===== config.mk =====
export PLATFORM = sky130hd
export DESIGN_NAME = touch_point_event_filter_unit
export DESIGN_NICKNAME = d
export VERILOG_FILES = /design/src/tpef_pkg.sv /design/src/tpef_divider.sv /design/src/touch_point_event_filter_unit.sv
export VERILOG_INCLUDE_DIRS = /design/src /design/src/src
export SDC_FILE = /design/constraint.sdc
export NUM_CORES = 1
export LEC_CHECK = 0
export ABC_AREA = 1
export BUFFER_PORTS_ARGS = -buffer_cell sky130_fd_sc_hd__buf_2
export CAP_MARGIN = 25
export CORE_MARGIN = 2
export CORE_UTILIZATION = 63
export DETAILED_ROUTE_END_ITERATION = 7
export GPL_ROUTABILITY_DRIVEN = 1
export PLACE_DENSITY = 0.79
export SYNTH_ARGS = -nofsm -noshare
export SYNTH_HDL_FRONTEND = slang
export SYNTH_SLANG_ARGS = --single-unit

===== constraint.sdc =====
create_clock -name i_clk -period 7.92 [get_ports i_clk]
set_input_delay 1.188 -clock i_clk [delete_from_list [all_inputs] [get_ports i_clk]]
set_output_delay 1.188 -clock i_clk [all_outputs]
set_load 0.02 [all_outputs]

===== src/touch_point_event_filter_unit_defines.svh =====
// Assertion macros for the touch point event filter.
// Included by the RTL files that carry concurrent checks; no other dependencies.
`ifndef TOUCH_POINT_EVENT_FILTER_UNIT_DEFINES_SVH
`define TOUCH_POINT_EVENT_FILTER_UNIT_DEFINES_SVH

`ifndef SYNTHESIS
// Same-cycle implication, disabled while reset is low.
`define TPEF_ASSERT_NOW(lbl, clk, rst_n, ante, cons, msg) \
    lbl: assert property (@(posedge clk) disable iff (!rst_n) (ante) |-> (cons)) \
        else $error(msg);
// Next-cycle implication, disabled while reset is low.
`define TPEF_ASSERT_NEXT(lbl, clk, rst_n, ante, cons, msg) \
    lbl: assert property (@(posedge clk) disable iff (!rst_n) (ante) |=> (cons)) \
        else $error(msg);
`else
`define TPEF_ASSERT_NOW(lbl, clk, rst_n, ante, cons, msg)
`define TPEF_ASSERT_NEXT(lbl, clk, rst_n, ante, cons, msg)
`endif

`endif


===== src/tpef_pkg.sv =====
// Shared types, constants and microcode table for the touch point event filter.
// No dependencies; used by the divider and the top level.
`timescale 1ns / 1ps

package tpef_pkg;

    localparam int SAMPLES_PER_POINT = 32;
    localparam int ADC_BITS          = 12;

    localparam int SAMPLE_W = 12;
    localparam int SUM_W    = 17;
    localparam int SCALE_W  = 16;
    localparam int SIZE_W   = 13;
    localparam int COORD_W  = 12;
    localparam int KIND_W   = 2;
    localparam int CFG_IDX_W = 3;
    localparam int CNT_W    = (SAMPLES_PER_POINT > 1) ? $clog2(SAMPLES_PER_POINT) : 1;
    localparam int DIV_CNT_W = $clog2(SUM_W);
    localparam int PC_W     = 3;

    localparam logic [CNT_W-1:0] CNT_LAST = CNT_W'(SAMPLES_PER_POINT - 1);
    localparam logic [SIZE_W-1:0] SIZE_MAX = SIZE_W'(4096);

    // Event codes
    localparam logic [KIND_W-1:0] EV_DOWN = 2'd0;
    localparam logic [KIND_W-1:0] EV_DRAG = 2'd1;
    localparam logic [KIND_W-1:0] EV_UP   = 2'd2;

    // Register indexes
    localparam logic [CFG_IDX_W-1:0] REG_SCALE_X  = 3'd0;
    localparam logic [CFG_IDX_W-1:0] REG_OFFSET_X = 3'd1;
    localparam logic [CFG_IDX_W-1:0] REG_SCALE_Y  = 3'd2;
    localparam logic [CFG_IDX_W-1:0] REG_OFFSET_Y = 3'd3;
    localparam logic [CFG_IDX_W-1:0] REG_TOL_X    = 3'd4;
    localparam logic [CFG_IDX_W-1:0] REG_TOL_Y    = 3'd5;
    localparam logic [CFG_IDX_W-1:0] REG_WIDTH    = 3'd6;
    localparam logic [CFG_IDX_W-1:0] REG_HEIGHT   = 3'd7;

    // Register reset values
    localparam logic [SCALE_W-1:0] RST_SCALE_X  = 16'd258;
    localparam logic [SUM_W-1:0]   RST_OFFSET_X = 17'd3390;
    localparam logic [SCALE_W-1:0] RST_SCALE_Y  = 16'd423;
    localparam logic [SUM_W-1:0]   RST_OFFSET_Y = 17'd7670;
    localparam logic [SUM_W-1:0]   RST_TOL_X    = 17'd100;
    localparam logic [SUM_W-1:0]   RST_TOL_Y    = 17'd100;
    localparam logic [SIZE_W-1:0]  RST_WIDTH    = 13'd480;
    localparam logic [SIZE_W-1:0]  RST_HEIGHT   = 13'd272;

    // Microcode operations
    localparam logic [2:0] OP_WAIT   = 3'd0;
    localparam logic [2:0] OP_CMP    = 3'd1;
    localparam logic [2:0] OP_START  = 3'd2;
    localparam logic [2:0] OP_FINISH = 3'd3;
    localparam logic [2:0] OP_EMIT   = 3'd4;

    localparam logic AXIS_X = 1'b0;
    localparam logic AXIS_Y = 1'b1;

    // Program steps
    localparam logic [PC_W-1:0] STEP_WAIT     = 3'd0;
    localparam logic [PC_W-1:0] STEP_CMP      = 3'd1;
    localparam logic [PC_W-1:0] STEP_START_X  = 3'd2;
    localparam logic [PC_W-1:0] STEP_FINISH_X = 3'd3;
    localparam logic [PC_W-1:0] STEP_START_Y  = 3'd4;
    localparam logic [PC_W-1:0] STEP_FINISH_Y = 3'd5;
    localparam logic [PC_W-1:0] STEP_EMIT     = 3'd6;

    typedef struct packed {
        logic                pen_lifted;
        logic [SAMPLE_W-1:0] sample_x;
        logic [SAMPLE_W-1:0] sample_y;
    } t_in_item;

    typedef struct packed {
        logic [KIND_W-1:0]  event_kind;
        logic [COORD_W-1:0] point_x;
        logic [COORD_W-1:0] point_y;
    } t_out_item;

    // One control word: operation, axis for the datapath muxes, jump target.
    typedef struct packed {
        logic [2:0]      op;
        logic            axis;
        logic [PC_W-1:0] jmp;
    } t_uword;

    typedef struct packed {
        logic busy;
        logic done;
    } t_div_stat;

    function automatic t_uword ucode(input logic [PC_W-1:0] pc);
        t_uword w;
        case (pc)
            STEP_WAIT:     w = '{op: OP_WAIT,   axis: AXIS_X, jmp: STEP_WAIT};
            STEP_CMP:      w = '{op: OP_CMP,    axis: AXIS_X, jmp: STEP_WAIT};
            STEP_START_X:  w = '{op: OP_START,  axis: AXIS_X, jmp: STEP_START_Y};
            STEP_FINISH_X: w = '{op: OP_FINISH, axis: AXIS_X, jmp: STEP_FINISH_X};
            STEP_START_Y:  w = '{op: OP_START,  axis: AXIS_Y, jmp: STEP_EMIT};
            STEP_FINISH_Y: w = '{op: OP_FINISH, axis: AXIS_Y, jmp: STEP_FINISH_Y};
            STEP_EMIT:     w = '{op: OP_EMIT,   axis: AXIS_X, jmp: STEP_WAIT};
            default:       w = '{op: OP_WAIT,   axis: AXIS_X, jmp: STEP_WAIT};
        endcase
        return w;
    endfunction

endpackage


===== src/tpef_divider.sv =====
// Restoring radix-2 divider, one quotient bit per cycle; the quotient is SUM_W bits wide.
// Depends on tpef_pkg for widths and the status struct.
`timescale 1ns / 1ps

module tpef_divider (
    input  logic                         i_clk,
    input  logic                         i_rst_n,
    input  logic                         i_start,
    input  logic [tpef_pkg::SUM_W-1:0]   i_dividend,
    input  logic [tpef_pkg::SCALE_W-1:0] i_divisor,
    output tpef_pkg::t_div_stat          o_stat,
    output logic [tpef_pkg::SUM_W-1:0]   o_quotient
);

    localparam logic [tpef_pkg::DIV_CNT_W-1:0] DIV_LAST =
        tpef_pkg::DIV_CNT_W'(tpef_pkg::SUM_W - 1);

    logic                               r_busy, n_busy;
    logic                               r_done, n_done;
    logic [tpef_pkg::DIV_CNT_W-1:0]     r_cnt, n_cnt;
    logic [tpef_pkg::SCALE_W-1:0]       r_rem, n_rem;
    logic [tpef_pkg::SCALE_W-1:0]       r_div, n_div;
    logic [tpef_pkg::SUM_W-1:0]         r_quo, n_quo;

    logic [tpef_pkg::SCALE_W:0] w_shift;
    logic [tpef_pkg::SCALE_W:0] w_diff;
    logic                       w_ge;

    assign w_shift = {r_rem, r_quo[tpef_pkg::SUM_W-1]};
    assign w_ge    = w_shift >= {1'b0, r_div};
    assign w_diff  = w_shift - {1'b0, r_div};

    always_comb begin
        n_busy = r_busy;
        n_done = 1'b0;
        n_cnt  = r_cnt;
        n_rem  = r_rem;
        n_div  = r_div;
        n_quo  = r_quo;
        if (i_start) begin
            n_busy = 1'b1;
            n_cnt  = '0;
            n_rem  = '0;
            n_quo  = i_dividend;
            // zero scale acts as one
            n_div  = (i_divisor == '0) ? tpef_pkg::SCALE_W'(1) : i_divisor;
        end else if (r_busy) begin
            n_rem = w_ge ? w_diff[tpef_pkg::SCALE_W-1:0] : w_shift[tpef_pkg::SCALE_W-1:0];
            n_quo = {r_quo[tpef_pkg::SUM_W-2:0], w_ge};
            n_cnt = r_cnt + 1'b1;
            if (r_cnt == DIV_LAST) begin
                n_busy = 1'b0;
                n_done = 1'b1;
            end
        end
    end

    always_ff @(posedge i_clk) begin
        if (!i_rst_n) begin
            r_busy <= 1'b0;
            r_done <= 1'b0;
            r_cnt  <= '0;
        end else begin
            r_busy <= n_busy;
            r_done <= n_done;
            r_cnt  <= n_cnt;
        end
        r_rem <= n_rem;
        r_div <= n_div;
        r_quo <= n_quo;
    end

    assign o_stat.busy = r_busy;
    assign o_stat.done = r_done;
    assign o_quotient  = r_quo;

endmodule


===== src/touch_point_event_filter_unit.sv =====
// Touch point event filter: a sample pair or pen-up is taken while the sequencer waits and
// the output register is free; a pen-up event is valid in the next cycle. Closing a group
// stalls the input for the compare step; if an axis moved, also a start step and a wait on
// the shared divider per moved axis, then the emit step, plus any time the output is held.
// Synchronous active-low reset restores register defaults and clears sequencer, sums and pen state.
// Depends on tpef_pkg, tpef_divider and touch_point_event_filter_unit_defines.svh.
`timescale 1ns / 1ps
`include "touch_point_event_filter_unit_defines.svh"

module touch_point_event_filter_unit (
    input  logic                           i_clk,
    input  logic                           i_rst_n,
    input  logic                           i_in_valid,
    output logic                           o_in_stall,
    input  tpef_pkg::t_in_item             i_in_data,
    output logic                           o_out_valid,
    input  logic                           i_out_stall,
    output tpef_pkg::t_out_item            o_out_data,
    input  logic                           i_cfg_valid,
    output logic                           o_cfg_ready,
    input  logic [tpef_pkg::CFG_IDX_W-1:0] i_cfg_index,
    input  logic [tpef_pkg::SUM_W-1:0]     i_cfg_data
);

    // configuration
    logic [tpef_pkg::SCALE_W-1:0] r_scale_x, r_scale_y;
    logic [tpef_pkg::SUM_W-1:0]   r_offset_x, r_offset_y, r_tol_x, r_tol_y;
    logic [tpef_pkg::SIZE_W-1:0]  r_width, r_height;

    // sequencer and datapath state
    logic [tpef_pkg::PC_W-1:0]    r_pc, n_pc;
    logic [tpef_pkg::CNT_W-1:0]   r_cnt, n_cnt;
    logic [tpef_pkg::SUM_W-1:0]   r_sum_x, n_sum_x, r_sum_y, n_sum_y;
    logic [tpef_pkg::SUM_W-1:0]   r_gx, n_gx, r_gy, n_gy;
    logic [tpef_pkg::SUM_W-1:0]   r_last_x, n_last_x, r_last_y, n_last_y;
    logic [tpef_pkg::COORD_W-1:0] r_held_x, n_held_x, r_held_y, n_held_y;
    logic                         r_touching, n_touching;
    logic                         r_move_x, n_move_x, r_move_y, n_move_y;
    logic                         r_out_valid, n_out_valid;
    tpef_pkg::t_out_item          r_out_data, n_out_data;

    tpef_pkg::t_uword             w_uword;
    tpef_pkg::t_div_stat          w_div_stat;
    logic [tpef_pkg::SUM_W-1:0]   w_quotient;
    logic                         w_div_start;
    logic                         w_out_free;
    logic                         w_in_acc;
    logic                         w_emit_load;

    logic [tpef_pkg::SUM_W-1:0]   w_acc_x, w_acc_y;
    logic [tpef_pkg::SUM_W-1:0]   w_dx, w_dy;
    logic [tpef_pkg::SUM_W-1:0]   w_sel_g, w_sel_off, w_dividend;
    logic [tpef_pkg::SCALE_W-1:0] w_sel_scale;
    logic [tpef_pkg::SIZE_W-1:0]  w_sel_size, w_size_eff;
    logic [tpef_pkg::COORD_W-1:0] w_top, w_clamped, w_coord;
    logic                         w_sel_move;

    assign w_uword     = tpef_pkg::ucode(r_pc);
    assign w_out_free  = !r_out_valid || !i_out_stall;
    assign o_in_stall  = !((r_pc == tpef_pkg::STEP_WAIT) && w_out_free);
    assign w_in_acc    = i_in_valid && !o_in_stall;
    assign o_cfg_ready = 1'b1;

    // configuration writes
    always_ff @(posedge i_clk) begin
        if (!i_rst_n) begin
            r_scale_x  <= tpef_pkg::RST_SCALE_X;
            r_offset_x <= tpef_pkg::RST_OFFSET_X;
            r_scale_y  <= tpef_pkg::RST_SCALE_Y;
            r_offset_y <= tpef_pkg::RST_OFFSET_Y;
            r_tol_x    <= tpef_pkg::RST_TOL_X;
            r_tol_y    <= tpef_pkg::RST_TOL_Y;
            r_width    <= tpef_pkg::RST_WIDTH;
            r_height   <= tpef_pkg::RST_HEIGHT;
        end else if (i_cfg_valid && o_cfg_ready) begin
            case (i_cfg_index)
                tpef_pkg::REG_SCALE_X:  r_scale_x  <= i_cfg_data[tpef_pkg::SCALE_W-1:0];
                tpef_pkg::REG_OFFSET_X: r_offset_x <= i_cfg_data;
                tpef_pkg::REG_SCALE_Y:  r_scale_y  <= i_cfg_data[tpef_pkg::SCALE_W-1:0];
                tpef_pkg::REG_OFFSET_Y: r_offset_y <= i_cfg_data;
                tpef_pkg::REG_TOL_X:    r_tol_x    <= i_cfg_data;
                tpef_pkg::REG_TOL_Y:    r_tol_y    <= i_cfg_data;
                tpef_pkg::REG_WIDTH:    r_width    <= i_cfg_data[tpef_pkg::SIZE_W-1:0];
                tpef_pkg::REG_HEIGHT:   r_height   <= i_cfg_data[tpef_pkg::SIZE_W-1:0];
                default: ;
            endcase
        end
    end

    // accumulators and per-axis change
    assign w_acc_x = r_sum_x + tpef_pkg::SUM_W'(i_in_data.sample_x[tpef_pkg::ADC_BITS-1:0]);
    assign w_acc_y = r_sum_y + tpef_pkg::SUM_W'(i_in_data.sample_y[tpef_pkg::ADC_BITS-1:0]);
    assign w_dx    = (r_gx >= r_last_x) ? (r_gx - r_last_x) : (r_last_x - r_gx);
    assign w_dy    = (r_gy >= r_last_y) ? (r_gy - r_last_y) : (r_last_y - r_gy);

    // axis muxes for the shared divide and clamp
    assign w_sel_g     = (w_uword.axis == tpef_pkg::AXIS_Y) ? r_gy : r_gx;
    assign w_sel_off   = (w_uword.axis == tpef_pkg::AXIS_Y) ? r_offset_y : r_offset_x;
    assign w_sel_scale = (w_uword.axis == tpef_pkg::AXIS_Y) ? r_scale_y : r_scale_x;
    assign w_sel_size  = (w_uword.axis == tpef_pkg::AXIS_Y) ? r_height : r_width;
    assign w_sel_move  = (w_uword.axis == tpef_pkg::AXIS_Y) ? r_move_y : r_move_x;
    assign w_dividend  = (w_sel_g > w_sel_off) ? (w_sel_g - w_sel_off) : '0;

    always_comb begin
        if (w_sel_size == '0) begin
            w_size_eff = tpef_pkg::SIZE_W'(1);
        end else if (w_sel_size > tpef_pkg::SIZE_MAX) begin
            w_size_eff = tpef_pkg::SIZE_MAX;
        end else begin
            w_size_eff = w_sel_size;
        end
    end

    assign w_top     = tpef_pkg::COORD_W'(w_size_eff - tpef_pkg::SIZE_W'(1));
    assign w_clamped = (w_quotient > tpef_pkg::SUM_W'(w_top)) ?
                       w_top : w_quotient[tpef_pkg::COORD_W-1:0];
    // mirror the axis
    assign w_coord   = w_top - w_clamped;

    tpef_divider u_div (
        .i_clk      (i_clk),
        .i_rst_n    (i_rst_n),
        .i_start    (w_div_start),
        .i_dividend (w_dividend),
        .i_divisor  (w_sel_scale),
        .o_stat     (w_div_stat),
        .o_quotient (w_quotient)
    );

    // sequencer: one control word per step
    always_comb begin
        n_pc        = r_pc;
        n_cnt       = r_cnt;
        n_sum_x     = r_sum_x;
        n_sum_y     = r_sum_y;
        n_gx        = r_gx;
        n_gy        = r_gy;
        n_last_x    = r_last_x;
        n_last_y    = r_last_y;
        n_held_x    = r_held_x;
        n_held_y    = r_held_y;
        n_touching  = r_touching;
        n_move_x    = r_move_x;
        n_move_y    = r_move_y;
        n_out_valid = r_out_valid && i_out_stall;
        n_out_data  = r_out_data;
        w_div_start = 1'b0;
        w_emit_load = 1'b0;

        case (w_uword.op)
            tpef_pkg::OP_WAIT: begin
                if (w_in_acc) begin
                    if (i_in_data.pen_lifted) begin
                        n_cnt   = '0;
                        n_sum_x = '0;
                        n_sum_y = '0;
                        if (r_touching) begin
                            n_touching  = 1'b0;
                            n_out_valid = 1'b1;
                            n_out_data  = '{event_kind: tpef_pkg::EV_UP,
                                            point_x: r_held_x, point_y: r_held_y};
                        end
                    end else if (r_cnt == tpef_pkg::CNT_LAST) begin
                        // group complete: latch sums, restart accumulation
                        n_gx    = w_acc_x;
                        n_gy    = w_acc_y;
                        n_cnt   = '0;
                        n_sum_x = '0;
                        n_sum_y = '0;
                        n_pc    = r_pc + 1'b1;
                    end else begin
                        n_sum_x = w_acc_x;
                        n_sum_y = w_acc_y;
                        n_cnt   = r_cnt + 1'b1;
                    end
                end
            end
            tpef_pkg::OP_CMP: begin
                n_move_x = !r_touching || (w_dx > r_tol_x);
                n_move_y = !r_touching || (w_dy > r_tol_y);
                if (!n_move_x && !n_move_y) begin
                    n_pc = w_uword.jmp;
                end else begin
                    n_pc = r_pc + 1'b1;
                end
            end
            tpef_pkg::OP_START: begin
                if (w_sel_move) begin
                    w_div_start = 1'b1;
                    n_pc        = r_pc + 1'b1;
                end else begin
                    n_pc = w_uword.jmp;
                end
            end
            tpef_pkg::OP_FINISH: begin
                if (w_div_stat.done) begin
                    if (w_uword.axis == tpef_pkg::AXIS_Y) begin
                        n_held_y = w_coord;
                        n_last_y = r_gy;
                    end else begin
                        n_held_x = w_coord;
                        n_last_x = r_gx;
                    end
                    n_pc = r_pc + 1'b1;
                end else begin
                    n_pc = w_uword.jmp;
                end
            end
            tpef_pkg::OP_EMIT: begin
                // hold until the output register frees
                if (w_out_free) begin
                    w_emit_load = 1'b1;
                    n_out_valid = 1'b1;
                    n_out_data  = '{event_kind: r_touching ? tpef_pkg::EV_DRAG
                                                           : tpef_pkg::EV_DOWN,
                                    point_x: r_held_x, point_y: r_held_y};
                    n_touching  = 1'b1;
                    n_pc        = w_uword.jmp;
                end
            end
            default: begin
                n_pc = tpef_pkg::STEP_WAIT;
            end
        endcase
    end

    always_ff @(posedge i_clk) begin
        if (!i_rst_n) begin
            r_pc        <= tpef_pkg::STEP_WAIT;
            r_cnt       <= '0;
            r_sum_x     <= '0;
            r_sum_y     <= '0;
            r_last_x    <= '0;
            r_last_y    <= '0;
            r_held_x    <= '0;
            r_held_y    <= '0;
            r_touching  <= 1'b0;
            r_out_valid <= 1'b0;
        end else begin
            r_pc        <= n_pc;
            r_cnt       <= n_cnt;
            r_sum_x     <= n_sum_x;
            r_sum_y     <= n_sum_y;
            r_last_x    <= n_last_x;
            r_last_y    <= n_last_y;
            r_held_x    <= n_held_x;
            r_held_y    <= n_held_y;
            r_touching  <= n_touching;
            r_out_valid <= n_out_valid;
        end
        r_gx       <= n_gx;
        r_gy       <= n_gy;
        r_move_x   <= n_move_x;
        r_move_y   <= n_move_y;
        r_out_data <= n_out_data;
    end

    assign o_out_valid = r_out_valid;
    assign o_out_data  = r_out_data;

    `TPEF_ASSERT_NOW(a_div_done_in_finish, i_clk, i_rst_n, w_div_stat.done, w_uword.op == tpef_pkg::OP_FINISH, "divider finished outside a finish step")
    `TPEF_ASSERT_NOW(a_emit_needs_move, i_clk, i_rst_n, r_pc == tpef_pkg::STEP_EMIT, r_move_x || r_move_y, "emit step reached with no moved axis")
    `TPEF_ASSERT_NEXT(a_group_close, i_clk, i_rst_n, w_in_acc && !i_in_data.pen_lifted && (r_cnt == tpef_pkg::CNT_LAST), (r_pc == tpef_pkg::STEP_CMP) && (r_cnt == '0) && (r_sum_x == '0), "group close did not restart accumulation")
    `TPEF_ASSERT_NEXT(a_emit_sets_touch, i_clk, i_rst_n, w_emit_load, r_touching && o_out_valid && (r_pc == tpef_pkg::STEP_WAIT), "pen event did not mark the pen down")

endmodule


==> flow_summary.toml <==
[yosys]
ys_ff_latch = 346
yosysTopAreaCell = "dfxtp_1"
yosysTopAreaCellShare_pct = 23.9
yosysSeqAreaShare_pct = 37.4
async_reset_ff_share_pct = 0
ys_warn_count = 0
synth_flop_cell = "dfxtp_1"
netlist_instances = 2766
avgSynthCellArea_um2 = 7.61
synth-edff-count = 95
syn_nets = 3014
synth_area_um2 = 21000
yosysUniqueCellTypes = 67
synthTopCellsByArea = "dfxtp_1 24%, edfxtp_1 14%, ha_1 11%"

[global_routing]
antenna_found_initial = 0
grt.total_usage_pct = 31.2
grt.busiest_layer = "met2"
grt_pass1_wl_mm = 89.9
met2_usage_pct = 55.4
first_global_vias = 18600
grt_max_degree = 100
grtUsageMet3_pct = 3.63
overflow = 0
grt.met1_usage_pct = 38.0

[run_status]
status = "finished, final reports clean"

[critical_path]
cp_data_required_time_ps = 8330
crit_slowest_cell = "dfxtp_1"
cp_common_cell = "nand2_1"
cp_max_fo = 52
slowest_delay_ps = 420
critical_path_class = "register to register"
worstSetupStartpointType = "register"
arrival_ps = 7420
end_kind = "register"
reg2reg_slack_ps = 910

[cts]
clockBufferDepth = 3
cts_sinks = 346
clkTransAtPathRegs_ps = 60
postCtsHoldBufs = 0
root_buffer = "clkbuf_16"
cts_tree = "built"
worst_skew_pair.late_latency_ps = 540
htreeDepth = 2
cts_buffers = 38

[finish]
area_growth_pct = 9.54
drive_gt1_share_pct = 6.67
nets = 3054
antenna_cells = 0

[timing]
setup-violations-final = 0
relSlewSlack_pct = 40.7
worst_slew_pin_slew_ps = 888
hold_viol = 0
period_share_pct = 88.5
layout_setup_ws_ps = 914
fmax_mhz = 143
slew_viol_final = 0
finClkSkew_ps = 15.7
period_needed_ps = 7010

[power]
p_leak_nw = 10.2
power_mw = 4.16
power.density_nw_per_um2 = 181
ir_worst_vdd_uv = 179

[floorplanning]
pin_count = 79
die_height_um = 187
initial_core_util_pct = 64.3
row_count = 66
coreArea_um2 = 32700
die_w_um = 187
die_area_um2 = 34900

[drt]
first_iter_violations = 1267
vias_per_cell = 5.71
drc = 0
ant_nets = 0
vias = 18700
postRouteWirelength_mm = 54.5
drtPass1Iterations = 6
wl_per_cell_um = 16.6

[run]
drv_cap = 0

[placement]
pre_cts_ws_ps = 424
place.gp.congestion = 0.958
portBuffers = 77
hpwlAfterDp_mm = 40.5

[worst_hold_path]
hp-class = "register to register"
## cell usage after synthesis, types with 7 or more instances
| library cell | n |
|---|---|
| inv_1 | 372 |
| ha_1 | 189 |
| dfxtp_1 | 251 |
| nand4_1 | 14 |
| o21ai_0 | 295 |
| nor3_1 | 25 |
| fa_1 | 9 |
| xnor2_1 | 36 |
| xor2_1 | 57 |
| o31ai_1 | 10 |
| o21a_1 | 10 |
| o21ai_1 | 17 |
| nor2_1 | 198 |
| o2111ai_1 | 7 |
| nand3_1 | 92 |
| o22ai_1 | 11 |
| clkbuf_1 | 78 |
| nand2_1 | 501 |
| mux2i_1 | 24 |
| a21o_1 | 8 |
| o21bai_1 | 12 |
| o211ai_1 | 22 |
| buf_2 | 9 |
| a21oi_1 | 333 |
| edfxtp_1 | 95 |
## cell type report
| type | count | area [um2] |
|---|---|---|
| sequential | 346 | 7880 |
| clock buffer | 50 | 1070 |
| fill | 2688 | 9660 |
| multi-input combinational | 1946 | 11400 |
| tap | 442 | 553 |
| inverter | 380 | 1430 |
| clock inverter | 17 | 220 |
| timing repair buffer | 94 | 515 |
## stage by stage
stage | instance area (um2) | TNS [ps] | utilization, % | hold slack [ps] | cells
floorplan | 21000 | 0 | - | 403 | 2766
global placement | 21700 | 0 | 66.4 | 410 | 3207
detailed placement | 21700 | 0 | 66.4 | 409 | 3207
CTS | 23000 | 0 | 70.4 | 421 | 3274
global route | 23000 | -107 | 70.5 | 442 | 3275
finish | 23000 | 0 | 70.5 | 421 | 3275
## path summary, 6_finish.rpt
check               from             to  cells past startpoint
max              r_pc[0]   r_held_y[10]                     40
min          r_held_y[3]  o_out_data[3]                      0
max reg2reg      r_pc[0]   r_held_y[10]                     40
min reg2reg  r_held_y[3]  o_out_data[3]                      0
## state kept, by name, summed over array words and instances (netlist names), 5 cells and up
signal            cells
o_out_data           26
r_gx                 17
r_gy                 17
r_last_x             17
r_last_y             17
r_offset_x           17
r_offset_y           17
r_sum_x              17
r_sum_y              17
r_tol_x              17
r_tol_y              17
u_div.o_quotient     17
r_scale_x            16
r_scale_y            16
u_div.r_div          16
u_div.r_rem          16
r_height             13
r_width              13
r_held_x             12
r_held_y             12
r_cnt                 5
u_div.r_cnt           5
## cells in the final DEF, fill, tap and decap left out, types with 7 or more instances in the layout
cell / instances
xor2_1: 57
o21ai_1: 18
o2111ai_1: 7
buf_2: 76
o21ai_0: 294
o211ai_1: 22
fa_1: 9
o31ai_1: 10
o21bai_1: 12
mux2i_1: 24
a21oi_1: 333
edfxtp_1: 95
a21o_1: 8
xnor2_1: 36
dfxtp_1: 251
nand4_1: 14
inv_1: 372
nand3_1: 92
clkinv_1: 8
ha_1: 189
nor3_1: 24
clkbuf_16: 40
o21a_1: 10
o22ai_1: 11
nor2_1: 197
buf_4: 18
nand2_1: 499
## repair_timing
action / in CTS / in global routing
gates resized for setup: 0 / 6
setup endpoints to repair: 0 / 8
buffers inserted: 0 / 0
## report_power, final
group          internal [mW]  total, mW  switching (mW)
sequential              1.85       1.87          0.0191
combinational          0.155      0.442           0.287
clock                   1.12       1.85           0.730
## critical path: cells and delay by family, from the launching register on
family	cells	cell delay [ps]
flip-flops	1	420
adder cells (fa/ha/maj)	5	1490
AO/OA/AOI/OAI	12	1990
AND/OR/NAND/NOR	18	2240
buffers and inverters	3	260
XOR/XNOR	2	460
## kinds of logic (layout without fill, tap and decap cells)
family / after synthesis / in the layout / synth area share [%]
AOI/OAI and AO/OA: 767 / 767 / 19.9
adders and majority gates: 198 / 198 / 12.1
xor gates and xnor gates: 93 / 93 / 3.87
DFF: 346 / 346 / 37.4
buffers and inverters: 474 / 541 / 8.64
and+or+nand+nor: 862 / 862 / 16.8
other: 1 / 1 / 0.0178
muxes: 25 / 25 / 1.20
## per-layer routing
layer,share of wire (%),up-vias
li1,-,9328
met4,4.3,0
met3,4.7,145
met2,49,532
met5,0,-
met1,42,8679
Note: power is estimated with default switching activity, not from simulation.
